### src/rtl/core/bsp_ram.sv
`timescale 1ns / 1ps
// ----------------------------------------------------------------------------
// bsp_ram
// Simple dual-port RAM, one write port and one registered read port.
// ----------------------------------------------------------------------------
module bsp_ram #(
    parameter int WIDTH = 72,
    parameter int DEPTH = 64,
    localparam int AW = $clog2(DEPTH)
) (
    input  logic             i_clk,
    input  logic             i_we,
    input  logic [AW-1:0]    i_waddr,
    input  logic [WIDTH-1:0] i_wdata,
    input  logic             i_re,
    input  logic [AW-1:0]    i_raddr,
    output logic [WIDTH-1:0] o_rdata
);

    logic [WIDTH-1:0] r_mem [DEPTH];
    logic [WIDTH-1:0] r_rdata;

    // write port
    always_ff @(posedge i_clk) begin
        if (i_we) begin
            r_mem[i_waddr] <= i_wdata;
        end
    end

    // registered read port
    always_ff @(posedge i_clk) begin
        if (i_re) begin
            r_rdata <= r_mem[i_raddr];
        end
    end

    assign o_rdata = r_rdata;

endmodule

### config.mk
export PLATFORM = sky130hd
export DESIGN_NAME = bsp_ram
export DESIGN_NICKNAME = d
export VERILOG_FILES = /design/src/rtl/core/bsp_ram.sv
export SDC_FILE = /design/constraint.sdc
export NUM_CORES = 2
export LEC_CHECK = 0
export BUFFER_PORTS_ARGS = -buffer_cell sky130_fd_sc_hd__buf_2
export CAP_MARGIN = 25
export CORE_MARGIN = 2
export CORE_UTILIZATION = 40
export CTS_CLUSTER_SIZE = 12
export DETAILED_ROUTE_END_ITERATION = 6
export PLACE_DENSITY_LB_ADDON = 0.15
export SLEW_MARGIN = 20
export SYNTH_ARGS = -nofsm -noshare
export SYNTH_HDL_FRONTEND = slang
export SYNTH_MEMORY_MAX_BITS = 65536
export SYNTH_SLANG_ARGS = --single-unit
### constraint.sdc
create_clock -name i_clk -period 9.09 [get_ports i_clk]
set_clock_uncertainty 0.15 [all_clocks]
set_input_delay 0.4545 -clock i_clk [delete_from_list [all_inputs] [get_ports i_clk]]
set_output_delay 0.4545 -clock i_clk [all_outputs]
set_load 0.01 [all_outputs]
======== Word level (Yosys, flattened, before mapping) ========
Memories as Yosys holds them, arrays and structs flattened. A register that Yosys moved wholly into a read port is not among the register bits.
Index checks and enable logic that the tools add are counted.
storage, ports and cells
  register bits ........................... 0
  RAM bits ................................ 4,608
  logic and storage cells ................. 3
  memories ................................ 1
cells by class
  mux-type cells .......................... 2
memory list
  name   depth  bits a word  read ports  clocked after memory_dff  write ports  RTL line  source
  r_mem  64     72           1           1                         1            20        logic [WIDTH-1:0] r_mem [DEPTH];
operators by type and width
  operator           number
  1-bit two-way mux  2

======== Longest topological paths before layout ========
  depth after elaboration ................. 2
  mapped depth ............................ 8

======== Worst setup path after synthesis ========
No wires, ideal clock.
  path type ............................... input to register
  start ................................... input port i_waddr[3]
  end ..................................... memory r_mem[48][0] (enable)
  library setup time ...................... 590 ps
  data arrival time ....................... 5,863 ps
  data required time ...................... 8,350 ps
  setup slack ............................. 2,487 ps
  cell stages on the path ................. 4
  path buffers ............................ 1
  cell sequence ........................... clkbuf_1 > nor2b_1 > nand4b_1 > nor3_1
RTL lines
  what                RTL line  source
  start: declaration  13        input logic [AW-1:0] i_waddr,
  end: declaration    20
Straight into the memory's write port.

======== Final worst setup path ========
  start ................................... input port i_waddr[2]
  end ..................................... memory r_mem[37][13] (enable)
Straight into the memory's write port.

==> key figures <==
Placement
  • IO Port Bufs: about 160
  • GPL Wtd Cong: ~0.75
  • Detailed Place HPWL: 276900 um

Synth
  • EDFF count, synth: between 4000 and 5000
  • Sequential share of the synthesized area: 79.88%
  • Asr flop ratio synth: 0%
  • Top_reg_cell synth: edfxtp_1
  • Synth cell types: 26
  • Mapped Nets: 7392
  • Most frequent cell after synthesis: edfxtp_1
  • Synth cell count leaders: edfxtp_1 (4680), mux4_2 (1152), a22oi_1 (288)
  • Syn Inst Count: approximately 7300
  • Post-Syn Area: 175900 sq um
  • Yosys warning count: 0
  • Post-Syn Area per Cell: 24.08 sq um
  • Dominant cell type by area after synthesis: edfxtp_1
  • Top-area cell type share of the netlist area: roughly 80%
  • Top cells by area, synth: edfxtp_1 (80%), mux4_2 (15%), a22oi_1 (1.2%)
  • #FFs+latches synth: roughly 4700

Route
  • DRC viols: 0
  • Routed WL: around 540000 um
  • DRT iter0 DRCs: roughly 11000
  • Vias post-DR: 85800
  • TritonRoute pass-1 iters: 5
  • Vias per cell: 6.078
  • Routed Antenna Nets: 0
  • WL/cell: 38.54 um

STA
  • Max_slew headroom: between 20% and 30%
  • Worst Max-Slew Pin Slew: roughly 1100 ps
  • Final worst path period need: slightly below 4000 ps
  • Fmax: 256.6 MHz
  • Max Slew Vio Count: 0
  • # setup viols final: 0
  • Fin crit share: approximately 43%
  • RSZ-0062 raised after global routing: no
  • Setup TNS: 0 ps
  • Final Hold Vio Count: 0
  • Fin Hold WS: approximately 130 ps

Global route
  • GRT Total Usage: between 20 and 25%
  • GR Util met1: between 30 and 40%
  • Largest net degree at the start of global routing: 120
  • Met2 Usage GRT: 40.07%
  • First-pass GRT wire length: about 730000 um
  • GRT overflow: 0
  • GR Util met3: between 4 and 5%
  • Busiest grt layer: met2
  • Initial antenna violation count: between 50 and 60
  • Vias in the first global route: approximately 86000

Layout
  • NumNets Final: a little under 8000
  • P&R area growth vs syn: 14.16%
  • Layout cell share with drive strength beyond 1: ~27%

Floorplan
  • Die area: 445200 sq um
  • Core area: 438100 sq um
  • Die Y-Extent: 667.2 um
  • Chip width: between 600 and 700 um
  • I/O Pins: approximately 160
  • Initial Utilization: about 40%
  • Row count: around 240

Clock network
  • Post-CTS setup buffers: 0
  • CTS Buf Count: between 400 and 500
  • Clock Path Buffers: 4
  • Clk root buf: clkbuf_16
  • Clock Latency Late Sink: 1000 ps
  • CTS tree: yes
  • Htree depth: 5
  • Clock Sinks: ~4700
  • Reg clk slew, reported paths: ~60 ps

Setup path
  • Worst path max stage delay: roughly 990 ps
  • Crit-path cells: dlygate4sd3_1 -> buf_2 -> nor2b_1 -> nand3_1 -> nor2_4 -> buf_4 -> buf_4
  • Reg-to-reg slack, setup: ~7000 ps
  • Critical-path top delay cell: nor2_4
  • Setup CP Type: in2reg
  • CP Max Fanout: 25
  • Worst path bufs/invs: 4
  • Crit end category: register
  • CP Launch Type: input pin
  • CP delay by family, top: buffers and inverters
  • WP data required: roughly 9500 ps
  • Most used cell, CP: buf_4
  • Critical path arrival: 4340 ps

Status
  • Status: finished, final reports clean

Min path
  • Hold Crit Class: in2reg

Pwr
  • Pwr Density: approximately 220 nW/um^2
  • Peak VDD IR: just over 0.0002 V
  • Leakage power: approximately 62 nW

Job
  • Max Cap Viol: 0
placed cells by master (no fill, tap or decap), drive strengths merged:
cell,instances
nand4b,1
or3b,4
mux4,1152
and2,3
mux2i,108
clkinvlp,3
clkbuf,634
or3,3
a22oi,288
clkinv,189
a211oi,72
o221ai,54
nand3b,26
or2,2
o22ai,144
edfxtp,4680
dlygate4sd3,76
diode,9
nand4,2
nor2,120
buf,424
nand2b,9
bufinv,5
nor3,2
nor2b,9
nand3,128
nand2,8
inv,10
o211a,72
registers in the layout, summed over array words and instances, names as in the netlist:
| register | count |
|---|---|
| r_mem | 4608 |
| o_rdata | 72 |
final cells by class:
type                            instances  area, sq um
Multi-Input combinational cell       2207        33950
Tap cell                             5880         7357
Timing Repair Buffer                  500         4972
Antenna cell                            9        22.52
Fill cell                           36260       237300
Clock buffer                          634        12630
Clock inverter                        207         1374
Sequential cell                      4680       140500
worst register-to-register path, delay by kind of cell (launching register included):
| kind | cells | cell delay (ps) |
|---|---|---|
| AO/OA/AOI/OAI | 3 | 1320 |
| flip-flops | 1 | 330 |
| multiplexers | 1 | 260 |
repair_timing:
| action | in CTS | in global routing |
|---|---|---|
| gates resized for setup | 0 | 0 |
| hold buffers | 28 | 48 |
| endpoints found under the hold margin | 1085 | 3004 |
metrics by stage:
stage,worst slack (ps),total power [mW],utilization [%],cells,instance area (sq um)
detailed placement,4490,26.56,42.27,13150,185200
finish,5194,44.14,45.84,14120,200800
CTS,5234,44.43,45.53,14020,199500
floorplan,2487,25.55,-,7305,175900
global route,5117,45.39,45.84,14110,200800
global placement,4502,26.51,42.18,13140,184800
per-layer routing:
layer	share of wire, %	vias to the layer above	wire (um)
met1	40	48080	218100
met3	7.2	876	39110
li1	-	33000	-
met2	49	3817	269200
met5	0.033	-	178
met4	3.2	32	17440
worst paths after layout:
check,start,end,cells past startpoint
max,i_waddr[2],r_mem[37][13]$_DFFE_PP_,7
min,i_we,r_mem[7][70]$_DFFE_PP_,4
max reg2reg,r_mem[41][70]$_DFFE_PP_,o_rdata[70]$_DFFE_PP_,4
min reg2reg,r_mem[12][12]$_DFFE_PP_,o_rdata[12]$_DFFE_PP_,4
where the power goes:
| group | switching, mW | internal (mW) | leakage (nW) |
|---|---|---|---|
| combinational | 1.34 | 0.772 | 12.7 |
| clock | 8.17 | 9.83 | 6.79 |
| sequential | 0.0796 | 23.9 | 42.2 |
cell families after synthesis:
kind of cell | Yosys count | synth area share (%)
AO/OA/AOI/OAI | 630 | 2.727
buffers and inverters | 418 | 1.155
flip-flops | 4680 | 79.88
multiplexers | 1260 | 15.36
AND/OR/NAND/NOR | 317 | 0.8783
(Power assumes the default switching activity.)
