--- src/rtl/core/bsp_pkg.sv ---
`timescale 1ns / 1ps
// ----------------------------------------------------------------------------
// bsp_pkg
// Shared types, constants and the binomial table of the Bezier surface
// point evaluator.
// ----------------------------------------------------------------------------
package bsp_pkg;

    // request fields, input side
    typedef struct packed {
        logic               action;
        logic [5:0]         point_index;
        logic signed [23:0] coord_x;
        logic signed [23:0] coord_y;
        logic signed [23:0] coord_z;
        logic [9:0]         u_step;
        logic [9:0]         v_step;
    } t_in_item;

    // request fields, output side
    typedef struct packed {
        logic signed [23:0] surf_x;
        logic signed [23:0] surf_y;
        logic signed [23:0] surf_z;
    } t_out_item;

    // request kinds
    localparam logic ACT_WRITE = 1'b0;
    localparam logic ACT_EVAL  = 1'b1;

    // configuration port
    localparam int CFG_IDX_W  = 2;
    localparam int CFG_DATA_W = 10;
    localparam logic [CFG_IDX_W-1:0] CFG_NET_SIDE = 2'd0;
    localparam logic [CFG_IDX_W-1:0] CFG_STEPS_U  = 2'd1;
    localparam logic [CFG_IDX_W-1:0] CFG_STEPS_V  = 2'd2;

    localparam logic [3:0] NET_SIDE_RST = 4'd4;
    localparam logic [9:0] STEPS_RST    = 10'd10;

    // binomial table, rows 0..15
    localparam int BIN_W = 13;
    typedef logic [15:0][15:0][BIN_W-1:0] t_binom_tab;

    function automatic t_binom_tab build_binom();
        t_binom_tab tab;
        tab = '0;
        for (int n = 0; n < 16; n++) begin
            tab[n][0] = BIN_W'(1);
            for (int i = 1; i <= n; i++) begin
                tab[n][i] = tab[n-1][i-1] + ((i < n) ? tab[n-1][i] : BIN_W'(0));
            end
        end
        return tab;
    endfunction

    localparam t_binom_tab BINOM_TAB = build_binom();

    // controller states
    typedef enum logic [3:0] {
        ST_IDLE,
        ST_LOAD_U,
        ST_DIV_U,
        ST_LOAD_V,
        ST_DIV_V,
        ST_BASIS_INIT,
        ST_BASIS_STEP,
        ST_WGT,
        ST_MUL,
        ST_ACC,
        ST_ROUND
    } t_state;

    // datapath commands
    typedef struct packed {
        logic capture;
        logic div_load;
        logic div_axis;
        logic div_step;
        logic div_store;
        logic acc_clr;
        logic basis_init;
        logic basis_step;
        logic use_t;
        logic basis_store;
        logic wgt;
        logic mul;
        logic acc;
        logic out_load;
    } t_dp_cmd;

endpackage

--- src/rtl/core/bsp_ctrl.sv ---
`timescale 1ns / 1ps
// ----------------------------------------------------------------------------
// bsp_ctrl
// Sequencer of the evaluator: handshakes, loop counters and datapath commands.
// ----------------------------------------------------------------------------
module bsp_ctrl
    import bsp_pkg::*;
#(
    parameter int MAX_SIDE  = 8,
    parameter int FRAC_BITS = 16,
    localparam int DEPTH = MAX_SIDE * MAX_SIDE,
    localparam int AW    = $clog2(DEPTH),
    localparam int IW    = $clog2(MAX_SIDE),
    localparam int SW    = $clog2(MAX_SIDE + 1)
) (
    input  logic          i_clk,
    input  logic          i_rst_n,
    input  logic          i_in_valid,
    input  logic          i_action,
    input  logic          i_out_stall,
    input  logic [3:0]    i_net_side,
    output logic          o_in_stall,
    output logic          o_out_valid,
    output t_dp_cmd       o_cmd,
    output logic [SW-1:0] o_side,
    output logic [IW-1:0] o_bidx,
    output logic [IW-1:0] o_row,
    output logic [IW-1:0] o_col,
    output logic          o_rd_en,
    output logic [AW-1:0] o_rd_addr
);

    localparam int CNTW = $clog2(FRAC_BITS + 10);
    localparam logic [CNTW-1:0] DIV_LAST = CNTW'(FRAC_BITS + 9);

    t_state        r_state, n_state;
    logic [CNTW-1:0] r_cnt, n_cnt;
    logic [IW-1:0] r_i, n_i;
    logic [IW-1:0] r_j, n_j;
    logic [IW-1:0] r_k, n_k;
    logic [AW-1:0] r_addr, n_addr;
    logic          r_out_valid, n_out_valid;

    logic [4:0]    side_w;
    logic [SW-1:0] side;
    logic [IW-1:0] idx_last;
    logic          accept, div_last, basis_last, i_last, k_last, j_last, out_free;

    // side clamped into 2..MAX_SIDE
    always_comb begin
        side_w = {1'b0, i_net_side};
        if (side_w < 5'd2) begin
            side_w = 5'd2;
        end else if (side_w > 5'(MAX_SIDE)) begin
            side_w = 5'(MAX_SIDE);
        end
    end
    assign side = SW'(side_w);

    // loop end flags
    assign idx_last   = IW'(side_w - 5'd1);
    assign accept     = i_in_valid && (r_state == ST_IDLE);
    assign div_last   = (r_cnt == DIV_LAST);
    assign basis_last = (r_cnt == CNTW'(side_w - 5'd2));
    assign i_last     = (r_i == idx_last);
    assign k_last     = (r_k == idx_last);
    assign j_last     = (r_j == idx_last);
    assign out_free   = !r_out_valid || !i_out_stall;

    // next state
    always_comb begin
        n_state = r_state;
        unique case (r_state)
            ST_IDLE:       if (accept && i_action == ACT_EVAL) n_state = ST_LOAD_U;
            ST_LOAD_U:     n_state = ST_DIV_U;
            ST_DIV_U:      if (div_last) n_state = ST_LOAD_V;
            ST_LOAD_V:     n_state = ST_DIV_V;
            ST_DIV_V:      if (div_last) n_state = ST_BASIS_INIT;
            ST_BASIS_INIT: n_state = ST_BASIS_STEP;
            ST_BASIS_STEP: begin
                if (basis_last) n_state = i_last ? ST_WGT : ST_BASIS_INIT;
            end
            ST_WGT:        n_state = ST_MUL;
            ST_MUL:        n_state = ST_ACC;
            ST_ACC:        n_state = (j_last && k_last) ? ST_ROUND : ST_WGT;
            ST_ROUND:      if (out_free) n_state = ST_IDLE;
            default:       n_state = ST_IDLE;
        endcase
    end

    // datapath commands
    always_comb begin
        o_cmd   = '0;
        o_rd_en = 1'b0;
        unique case (r_state)
            ST_IDLE:       o_cmd.capture = accept && (i_action == ACT_EVAL);
            ST_LOAD_U: begin
                o_cmd.div_load = 1'b1;
                o_cmd.acc_clr  = 1'b1;
            end
            ST_DIV_U: begin
                o_cmd.div_step  = 1'b1;
                o_cmd.div_store = div_last;
            end
            ST_LOAD_V: begin
                o_cmd.div_load = 1'b1;
                o_cmd.div_axis = 1'b1;
            end
            ST_DIV_V: begin
                o_cmd.div_axis  = 1'b1;
                o_cmd.div_step  = 1'b1;
                o_cmd.div_store = div_last;
            end
            ST_BASIS_INIT: o_cmd.basis_init = 1'b1;
            ST_BASIS_STEP: begin
                o_cmd.basis_step  = 1'b1;
                o_cmd.use_t       = (r_cnt < CNTW'(r_i));
                o_cmd.basis_store = basis_last;
            end
            ST_WGT: begin
                o_cmd.wgt = 1'b1;
                o_rd_en   = 1'b1;
            end
            ST_MUL:        o_cmd.mul = 1'b1;
            ST_ACC:        o_cmd.acc = 1'b1;
            ST_ROUND:      o_cmd.out_load = out_free;
            default:       o_cmd = '0;
        endcase
    end

    // loop counters and result valid
    always_comb begin
        n_cnt       = r_cnt;
        n_i         = r_i;
        n_j         = r_j;
        n_k         = r_k;
        n_addr      = r_addr;
        n_out_valid = o_cmd.out_load || (r_out_valid && i_out_stall);
        case (r_state) inside
            ST_LOAD_U: begin
                n_cnt  = '0;
                n_i    = '0;
                n_j    = '0;
                n_k    = '0;
                n_addr = '0;
            end
            ST_LOAD_V, ST_BASIS_INIT: n_cnt = '0;
            ST_DIV_U, ST_DIV_V:       n_cnt = r_cnt + CNTW'(1);
            ST_BASIS_STEP: begin
                n_cnt = r_cnt + CNTW'(1);
                if (basis_last) n_i = r_i + IW'(1);
            end
            ST_ACC: begin
                n_addr = r_addr + AW'(1);
                if (k_last) begin
                    n_k = '0;
                    n_j = r_j + IW'(1);
                end else begin
                    n_k = r_k + IW'(1);
                end
            end
            default: ;
        endcase
    end

    // state registers
    always_ff @(posedge i_clk) begin
        if (!i_rst_n) begin
            r_state     <= ST_IDLE;
            r_out_valid <= 1'b0;
            r_cnt       <= '0;
            r_i         <= '0;
            r_j         <= '0;
            r_k         <= '0;
            r_addr      <= '0;
        end else begin
            r_state     <= n_state;
            r_out_valid <= n_out_valid;
            r_cnt       <= n_cnt;
            r_i         <= n_i;
            r_j         <= n_j;
            r_k         <= n_k;
            r_addr      <= n_addr;
        end
    end

    assign o_in_stall  = (r_state != ST_IDLE);
    assign o_out_valid = r_out_valid;
    assign o_side      = side;
    assign o_bidx      = r_i;
    assign o_row       = r_j;
    assign o_col       = r_k;
    assign o_rd_addr   = r_addr;

endmodule

--- config.mk ---
export PLATFORM = sky130hd
export DESIGN_NAME = bsp_ctrl
export DESIGN_NICKNAME = d
export VERILOG_FILES = /design/src/rtl/core/bsp_pkg.sv /design/src/rtl/core/bsp_ctrl.sv
export SDC_FILE = /design/constraint.sdc
export NUM_CORES = 1
export LEC_CHECK = 0
export BUFFER_PORTS_ARGS = -buffer_cell sky130_fd_sc_hd__buf_2
export CORE_MARGIN = 1.5
export CORE_UTILIZATION = 35
export CTS_CLUSTER_DIAMETER = 200
export DETAILED_ROUTE_END_ITERATION = 16
export PLACE_DENSITY_LB_ADDON = 0.25
export SLEW_MARGIN = 20
export SYNTH_ARGS = -nofsm -noshare
export SYNTH_HDL_FRONTEND = slang
export SYNTH_SLANG_ARGS = --single-unit
--- constraint.sdc ---
create_clock -name i_clk -period 3.98 [get_ports i_clk]
set_input_delay 0.199 -clock i_clk [delete_from_list [all_inputs] [get_ports i_clk]]
set_output_delay 0.199 -clock i_clk [all_outputs]
set_load 0.05 [all_outputs]
* Word-level counts from Yosys, hierarchy flattened
Cells that the tools add are included.
** Word-level totals
- Input port bits :: 9
- Output and inout bits :: 36
- Register bits after elaboration :: 25
- Word-level logic and storage cells :: 86
** Operators by class
- Eq/ne operators :: 20
- Mux-type cells :: 24
- $add $sub $neg :: 7
- Reduce and logical (&&, ||, !) cells :: 21
- Bitwise gates (word level) :: 4
- Magnitude comparators :: 3
** Operators by type and width (count)
- 4-bit case mux with 11 select lines :: 1
- 4-bit two-way mux :: 8
- 4-bit by 3-bit equality test with 1-bit output (second input constant) :: 4
- 4-bit equality test (second input constant) :: 3
- 5-bit two-way mux :: 2
- 5-bit AND reduction :: 2
- 2-bit OR reduction :: 5
- 3-bit by 1-bit adder with 3-bit output (second input constant) :: 3
- 3-bit equality test :: 3
- 1-bit two-way mux :: 9
- 4-bit by 2-bit equality test with 1-bit output (second input constant) :: 2
- 2-bit != test (second input constant) :: 4
- 4-bit AND reduction :: 2
- 6-bit by 1-bit adder with 6-bit output (second input constant) :: 1
- 3-bit two-way mux :: 2
- 5-bit by 1-bit adder with 5-bit output (second input constant) :: 1
- 5-bit equality test :: 1
- 5-bit equality test (second input constant) :: 1
- 5-bit by 3-bit less-than comparator with 1-bit output :: 1
- 5-bit by 2-bit subtractor with 5-bit output (second input constant) :: 1
- 4-bit by 1-bit equality test with 1-bit output (second input constant) :: 1
- 4-bit greater-than comparator (second input constant) :: 1
- 1-bit logical AND :: 4
- 4-bit logical NOT :: 1
- 10 further kinds :: 16

* Longest topological paths before layout
- Depth after elaboration :: 8
- Gate-level depth with buffers :: 9
- Gate-level depth less buffers :: 8

* Least setup slack after synthesis
Ideal clock, no wire load.
- Kind :: input-to-reg
- Start :: in i_net_side[3]
- End :: reg r_j[2] (netlist: o_row[2])
- Data required time :: 3910 ps
- Path slack :: 1220 ps
- Arrival :: 2690 ps
- Library setup time :: 70 ps
- Stages on the path :: 8
- Path buffers :: 0
- Path through :: nand2b_4 nor2_1 inv_1 ha_1 xnor3_2 a211o_4 or4_1 a21oi_1
** Between the ends
- Longest elaborated chain between the ends :: 6
- Elaborated cells on any way between the ends :: 7
- Those cells by class :: add/sub (1); order compare (2); eq/ne (1); mux (2); reduce/logical (1)
** Ends and longest elaborated chain
- start, declared :: RTL line bsp_ctrl.sv:21 : input logic [3:0] i_net_side,
- 4-bit greater-than comparator :: RTL line bsp_ctrl.sv:54 : end else if (side_w > 5'(MAX_SIDE)) begin
- 4-bit two-way mux :: RTL line bsp_ctrl.sv:54
- 4-bit two-way mux (*) :: RTL line bsp_ctrl.sv:52 : if (side_w < 5'd2) begin
- net o_side[0] :: RTL line bsp_ctrl.sv:25 : output logic [SW-1:0] o_side,
- 3-bit by 1-bit subtractor with 3-bit output (*) :: RTL line bsp_ctrl.sv:61 : assign idx_last = IW'(side_w - 5'd1);
- 3-bit equality test (*) :: RTL line bsp_ctrl.sv:66 : assign k_last = (r_k == idx_last);
- 5-bit AND reduction (no source line) (*)
- end signal, assigned :: RTL line bsp_ctrl.sv:181 : r_j <= n_j;
- end, declared :: RTL line bsp_ctrl.sv:39 : logic [IW-1:0] r_j, n_j;
Mark *: on every way through the listed nets, which the timed path passes. The rest lies on a longest branch.
A chain may end at the register's enable or synchronous reset.

==> qor.yml <==
status: "complete, no violations"
area_delta_synth_final_pct: 17.29
clkTransAtPathRegs_ns: 0.09
critPathKind: "reg -> out"
critPathMaxFanout: 14
grt_pass1_wl_mm: 6.706
synth_fp_nets: 227
worstReg2RegStart: "r_state[1]"
cts_tree: "done"
r2r_slack_ns: 2.01
final_nets: 268
io_pins: 45
hold_class: "in -> reg"
fin_tns_setup_ns: 0
antenna_found_initial: 0
finalCritPeriodShare_pct: 57.82
synth_warnings: 0
synth_cells: 208
avgSynthCellArea_um2: 8.211
wl_per_cell_um: 12.67
num_vias: 1591
grt_usage_pct: 16.09
postCtsHoldBufs: 0
via_per_inst: 5.051
synthXorXnorAreaFrac_pct: 12.45
min_to: "r_state[3]"
clkLatencyLatePin_ns: 0.28
hold_depth: 2
finalSetupViolCount: 0
ant_nets: 0
synth_top_family_by_area: "simple AND/OR/NAND/NOR gates"
grt_util_met1_pct: 22.44
die_y_um: 72.86
drt-total-wl_mm: 3.992
use_met2_pct: 25.18
finalNonFillerCells: 315
drcViolationCount: 0
cp.arrival_ns: 2.10
grt_max_degree: 16
gp_congestion: 0.7978
synth-edff-count: 0
p_leak_uw: 0.0008841
max_freq_mhz: 434.5
dp_slack_ns: 1.574
die_area_mm2: 0.005308
rsz0062_at_grt: "no"
ys_top_cells_by_count: "dfxtp_1, nor2_1, a21oi_1"
drt_first_pass_iters: 4
grt_overflow_total: 0
use_met3_pct: 2.486
p_per_area_mw_per_mm2: 416.9
initial_core_util_pct: 36.16
drv_slew: 0
setup_ws_ns: 1.679
rr_worst_depth: 5
clock_path_buffers: 2
portBuffers: 44
relSlewSlack_pct: 58.87
dpl.hpwl_mm: 3.006
drive_gt1_share_pct: 24.19
fin_util_pct: 42.41
yosysMostFrequentCell: "dfxtp_1"
ys_ff_latch: 25
ir_drop_mv: 0.2700
numCtsBuffers: 3
r2r-end: "o_bidx[0]"
cp.required_ns: 3.78
fin_crit_ns: 2.301
crit_path_end_kind: "primary output"
yosys.area_share.simple_pct: 26.23
post_cts_buffers: 0
drt_iter0_drc: 51
synth_adder_area_share_pct: 7.326
syn_area_mm2: 0.001708
yosysUniqueCellTypes: 53
die_w_um: 72.86
finalHoldViolCount: 0
cts_sinks: 25
skew_ns: 0.003686
htreeDepth: 1
ys.flop_type: "dfxtp_1"
placementRows: 25
async_flop_share_pct: 0
diodes: 0
synth.top_cell.area_share_pct: 29.30
grt_pass1_vias: 1440
synth_top_area_cell: "dfxtp_1"
ys_seq_area_share_pct: 29.30
yosys-top-cells-area: "dfxtp_1, ha_1, xor2_1, nor2_1, a21oi_1"
core_mm2: 0.004723
clockRootBuffer: "clkbuf_8"
place_inst: 311
worstMarginPinSlew_ns: 0.6092
ctsResizeCount: 0
synth_compound_area_share_pct: 17.95
synthMuxAreaShare_pct: 0
min_from: "i_rst_n"
crit_path_start_kind: "flip-flop"
max_cap_viol_count: 0
top_usage_layer: "met2"
## where the power goes
part	total [uW]	leakage (uW)	switching [uW]	internal [uW]
Combinational	359	0.000657	235	124
Clock	157	0.0000255	86.8	70.3
Sequential	319	0.000202	50.8	268
## worst max-delay path by stage
stage | start | to | slack (ns)
floorplan | i_net_side[3] | o_row[2] | 1.22
global placement | i_net_side[3] | o_row[2] | 1.66
detailed placement | i_net_side[2] | o_row[2] | 1.57
CTS | r_state[1] | o_cmd[5] | 1.68
global route | r_state[1] | o_cmd[5] | 1.56
finish | r_state[1] | o_cmd[5] | 1.68
## per-layer routing
| metal | wire (um) | vias to the layer above | part of all wire, % |
|---|---|---|---|
| met2 | 1800 | 45 | 45 |
| met4 | 57 | 0 | 1.4 |
| met3 | 200 | 5 | 5.0 |
| met5 | 0 | - | 0 |
| met1 | 1934 | 717 | 48 |
| li1 | - | 824 | - |
## sequential cells by signal, indices dropped and copies added (netlist names)
signal       flops
o_out_valid      1
o_col            3
r_state          4
r_cnt            5
o_rd_addr        6
o_bidx           3
o_row            3
## cell families (layout without fill, tap and decap cells)
family,after synthesis,after routing
and+or+nand+nor,82,82
xor gates and xnor gates,21,21
DFF,25,25
buffers and inverters,23,63
AOI/OAI and AO/OA,47,47
adders and majority gates,10,10
## worst max-delay path: stages (launching register included)
cell       delay, ns
dfxtp_1         0.66
nand4bb_1       0.29
or4_1           0.45
a21oi_1         0.14
buf_2           0.28
## through the flow
step	hold slack, ns	power [uW]	instance area (um^2)
2_1_floorplan	0.3326	606.7	1708
3_3_place_gp	0.4586	683.6	1957
3_5_place_dp	0.4588	684.8	1957
4_1_cts	0.1848	843.3	2003
5_1_grt	0.1928	886.7	2003
6_report	0.1938	835.2	2003
## cells in the final DEF, fill, tap and decap left out, drive strengths merged, types with 6 or more instances in the layout
master,netlist,routed
nor2,25,25
dfxtp,25,25
nand2,13,13
xor2,11,11
nand3,7,7
a21oi,15,15
nor3,6,6
inv,14,14
xnor2,8,8
nand4,6,6
o21ai,12,12
buf,5,45
ha,10,10
## cell type report
cell class	instances	area, um^2
inverters	14	52.55
multi-input cells	160	1092
well taps	67	83.83
fillers	500	2720
clock inverters	1	5.005
clock buffers	3	41.29
repair buffers	45	227.7
flip-flops and latches	25	500.5
(Power assumes the default switching activity.)
